`config.mk`:
```
export PLATFORM = sky130hd
export DESIGN_NAME = msc_ram
export DESIGN_NICKNAME = d
export VERILOG_FILES = /design/src/rtl/msc_ram.sv
export SDC_FILE = /design/constraint.sdc
export NUM_CORES = 1
export LEC_CHECK = 0
export BUFFER_PORTS_ARGS = -buffer_cell sky130_fd_sc_hd__buf_2
export CAP_MARGIN = 20
export CORE_ASPECT_RATIO = 0.6
export CORE_UTILIZATION = 50
export CTS_BUF_LIST = sky130_fd_sc_hd__clkbuf_8
export DETAILED_ROUTE_END_ITERATION = 7
export PLACE_DENSITY = 0.67
export SLEW_MARGIN = 15
export SYNTH_ARGS = -nofsm -noshare
export SYNTH_HDL_FRONTEND = slang
export SYNTH_SLANG_ARGS = --single-unit
```
`constraint.sdc`:
```
create_clock -name clk -period 3.35 [get_ports clk]
set_clock_uncertainty 0.05 [all_clocks]
set_input_delay 0.67 -clock clk [delete_from_list [all_inputs] [get_ports clk]]
set_output_delay 0.67 -clock clk [all_outputs]
set_load 0.01 [all_outputs]
```
`src/rtl/msc_ram.sv`:
```
// generic single-port-write, single-port-read ram with registered read data
// no dependencies
`timescale 1ns / 1ps
`default_nettype none

module msc_ram #(
  parameter int WIDTH = 8,
  parameter int DEPTH = 16
) (
  input  wire logic                     clk,
  input  wire logic                     we,
  input  wire logic [$clog2(DEPTH)-1:0] waddr,
  input  wire logic [WIDTH-1:0]         wdata,
  input  wire logic [$clog2(DEPTH)-1:0] raddr,
  output      logic [WIDTH-1:0]         rdata
);

  logic [WIDTH-1:0] mem [DEPTH];

  always_ff @(posedge clk) begin
    if (we) begin
      mem[waddr] <= wdata;
    end
    rdata <= mem[raddr];
  end

endmodule

`default_nettype wire

```
; Yosys cells after proc, flatten, opt, wreduce, memory -nomap -nowiden
; Memory sizes are Yosys's and may differ from the RTL's. A register that Yosys moved wholly into a read port is not among the register bits.
; Index checks and enable logic that the tools add are counted.
[op_classes]
reduce_logical = 0
n_mul = 0
n_addsub = 0
mux = 2
order_cmp = 0
n_shift = 0
eq_ne = 0
div = 0
n_bitwise = 0
[op_table]
columns = cell, n
row1 = two-way mux 1 bit, 2
[totals]
latch_bits = 0
romBits = 0
ff_bits = 0
ramBits = 128
out_inout_bits = 8
in_bits = 18
memories = 1
[memory_table]
columns = name, depth, word_bits, rd, rd_ports_with_merged_regs, write_ports, line
row1 = mem, 16, 8, 1, 1, 1, 18  ; logic [WIDTH-1:0] mem [DEPTH];

; Logic depth before layout (Yosys ltp)
[logic_depth]
word_depth = 2
ltp_mapped = 5

; Worst setup path after synthesis
; Ideal clock, no wire load.
[synth_path]
path_type = input-to-reg
startpoint = in waddr[2]
endpoint = mem mem[0][0] (enable)
slack_ns = 1.137
path_stages = 2
setup_ns = 0.383
arrival_ns = 1.780
n_path_buf = 0
path_cell_list = or3b_2 > nor3_1
[synth_lines]
columns = element, line
row1 = from (decl), 12  ; input wire logic [$clog2(DEPTH)-1:0] waddr,
row2 = to (decl), 18
; No word-level cell before the write port.

==> metrics.yaml <==
logic_synthesis:
  synthCells: 229
  ys_seq_area_share_pct: 77.8
  synth_common_cells: "edfxtp_1 (128), mux4_2 (18), a22oi_1 (16)"
  yosysTopAreaCellShare_pct: 74.7
  ys_types: 19
  synthFlopType: "edfxtp_1"
  netlist_top_cells_area: "edfxtp_1 (75%), mux4_2 (7.9%), mux4_1 (7.1%), dfxtp_1 (3.1%), a22oi_1 (2.3%)"
  async_flop_share_pct: 0
  synth_enable_flop_cells: 128
  avgSynthCellArea_um2: 22.5
  ys_warn_count: 0
  yosys.area.top_type: "edfxtp_1"
  yosysMostFrequentCell: "edfxtp_1"
  synthesis.area_um2: 5150
  ys_seq_elements: 136
  synth_fp_nets: 247
setup_path:
  endpoint_kind: "register"
  crit_slowest_cell: "buf_2"
  cp_top_family: "buffers and inverters"
  cp.required_ps: 3600
  cp.arrival_ps: 2130
  cp-start-kind: "input pin"
  reg2reg_setup_slack_ps: 1890
  path_max_fanout: 26
  crit_buf_inv: 2
  cpPeakStageDelay_ps: 520
  path_cells: "buf_2 > buf_4 > mux4_1 > a22oi_1 > nand2_1"
  crit_type: "in2reg"
timing:
  slew_headroom_pct: 35.0
  finalCritPeriodShare_pct: 56.1
  hold_slack_ps: 570
  setup_viol: 0
  hold_violations: 0
  setup_tns_ps: 0
  period_needed_ps: 1880
  tightest_slew_ps: 972
  setup_ws_ps: 1470
  fmax_mhz: 532
  slew_viol_final: 0
  rsz0062_at_grt: "no"
power:
  cellPowerDensity_nw_per_um2: 570
  intPower_mw: 2.65
  switchingPower_mw: 0.678
  seq_power_share_pct: 57.6
  p_comb_share_pct: 5.3
  pwr-share-clk_pct: 37.1
  vdd_drop_max_v: 0.000331
  swShare_pct: 20.4
  leakage_nw: 1.98
cells_and_area:
  drive_gt1_share_pct: 28.0
  num_antenna_cells: 0
  n_fill_cell: 703
  final_area_um2: 5830
  finalNonFillerCells: 424
  final_nets: 295
  syn2layout_area_growth_pct: 13.3
die:
  rows: 28
  initial_utilization_pct: 51.9
  die_x_um: 133
  die_h_um: 80.6
  dieArea_um2: 10700
  coreArea_um2: 9910
  io_pins: 26
global_routing:
  grt_pass1_vias: 2390
  grt.overflow.total: 0
  grt_pass1_wl_mm: 15.1
  antenna_found_initial: 0
  grt_max_degree: 33
  grt_use_total_pct: 21.4
placement:
  placedCellCount: 393
  port_buffers: 25
  place_congestion: 0.711
  place_ws_ps: 1020
  dp_hpwl_mm: 6.46
  place_area_um2: 5470
detailed_routing:
  drt_drc_violations_left: 0
  wl_per_cell_um: 24.2
  initialDrtViolationCount: 222
  viasPerCell: 5.71
  totalWireLength_mm: 10.2
  num_vias: 2421
  dr.pass1.iters: 5
  drtAntennaViolNets: 0
clocking:
  cts_tree: "done"
  cts_hold_buf: 0
  clock-sinks: 136
  clk_pin_slew_ps: 70
  cts-buffers-inserted: 17
  cts_buffer_depth: 2
  cts_root_buffer: "clkbuf_8"
  cts.htree.levels: 4
  cts_setup_buffers: 0
  clk_latency_ps: 430
  cts_resized: 0
status:
  status: "completed"
min_path:
  hold_path.class: "in2reg"
job:
  maxCapViolations: 0
-- flip-flops by register name, indices dropped and copies added, names as in the netlist --
| name | count |
|---|---|
| rdata | 8 |
| mem | 128 |
-- worst register-to-register path, cell delays in order, from the launching register on --
cell and delay [ps]:
edfxtp_1 420, mux4_1 510, a22oi_1 260, nand2_1 80
-- per-layer routing --
layer	vias up	part of all wire [%]	global-route usage, %
met3	4	9.1	6.94
met4	0	0.26	5.52
met1	1265	46	32.1
li1	1066	-	-
met2	86	45	30.1
met5	-	0	0
-- layout by cell type, fill, tap and decap left out --
cell type  Yosys  layout
and2b_1        1       1
dfxtp_1        8       8
edfxtp_1     128     128
or3b_2         1       1
mux4_2        18      18
nor2_1        13      13
nor2b_1        1       1
nand3b_1       2       2
buf_4          1      13
clkinv_2       0       2
a22oi_1       16      16
mux4_1        14      14
inv_1          0       6
buf_2          3      25
nand2_1        9       9
clkinv_1       0       2
clkbuf_8       0      19
and2_1         1       1
buf_12         0       1
nand3_1        1       1
nand2b_1       2       2
nor3_1         4       4
bufinv_16      0       2
-- cells by family (layout without fill, tap and decap cells) --
family                 after synthesis  in the layout  synth area share (%)
multiplexers                        32             32                  15.0
AO/OA/AOI/OAI                       16             16                  2.33
buffers and inverters               10             70                  1.68
AND/OR/NAND/NOR                     35             35                  3.18
flip-flops                         136            136                  77.8
-- final timing paths --
check	endpoint	cells after the start	from
worst max-delay path	rdata[2]	5	raddr[1]
worst min register to register	rdata[5]	3	mem[5][5]
worst min-delay path	mem[9][5]	1	wdata[5]
worst max register to register	rdata[2]	3	mem[8][2]
-- area by class of cell --
class | count | area [um2] | area share [%]
repair buffers | 39 | 243 | 4.16
clock inverters | 12 | 100 | 1.72
multi-input cells | 83 | 1060 | 18.1
clock buffers | 19 | 262 | 4.48
flip-flops and latches | 136 | 4000 | 68.6
well taps | 135 | 169 | 2.90
-- power by group through the flow --
stage / Combinational (mW) / Sequential (mW) / Clock [mW]
final: 0.176 / 1.91 / 1.23
after global routing: 0.193 / 1.92 / 1.33
after CTS: 0.179 / 1.91 / 1.26
after detailed placement: 0.179 / 1.95 / 0
after global placement: 0.175 / 1.95 / 0
after floorplan: 0.0966 / 1.95 / 0
-- stage by stage --
stage	total power, mW	utilization [%]
floorplan	2.05	-
detailed placement	2.13	55.2
global route	3.44	58.8
CTS	3.35	58.8
global placement	2.12	55.2
finish	3.32	58.8
No activity file was read; power rests on OpenSTA's default activity.
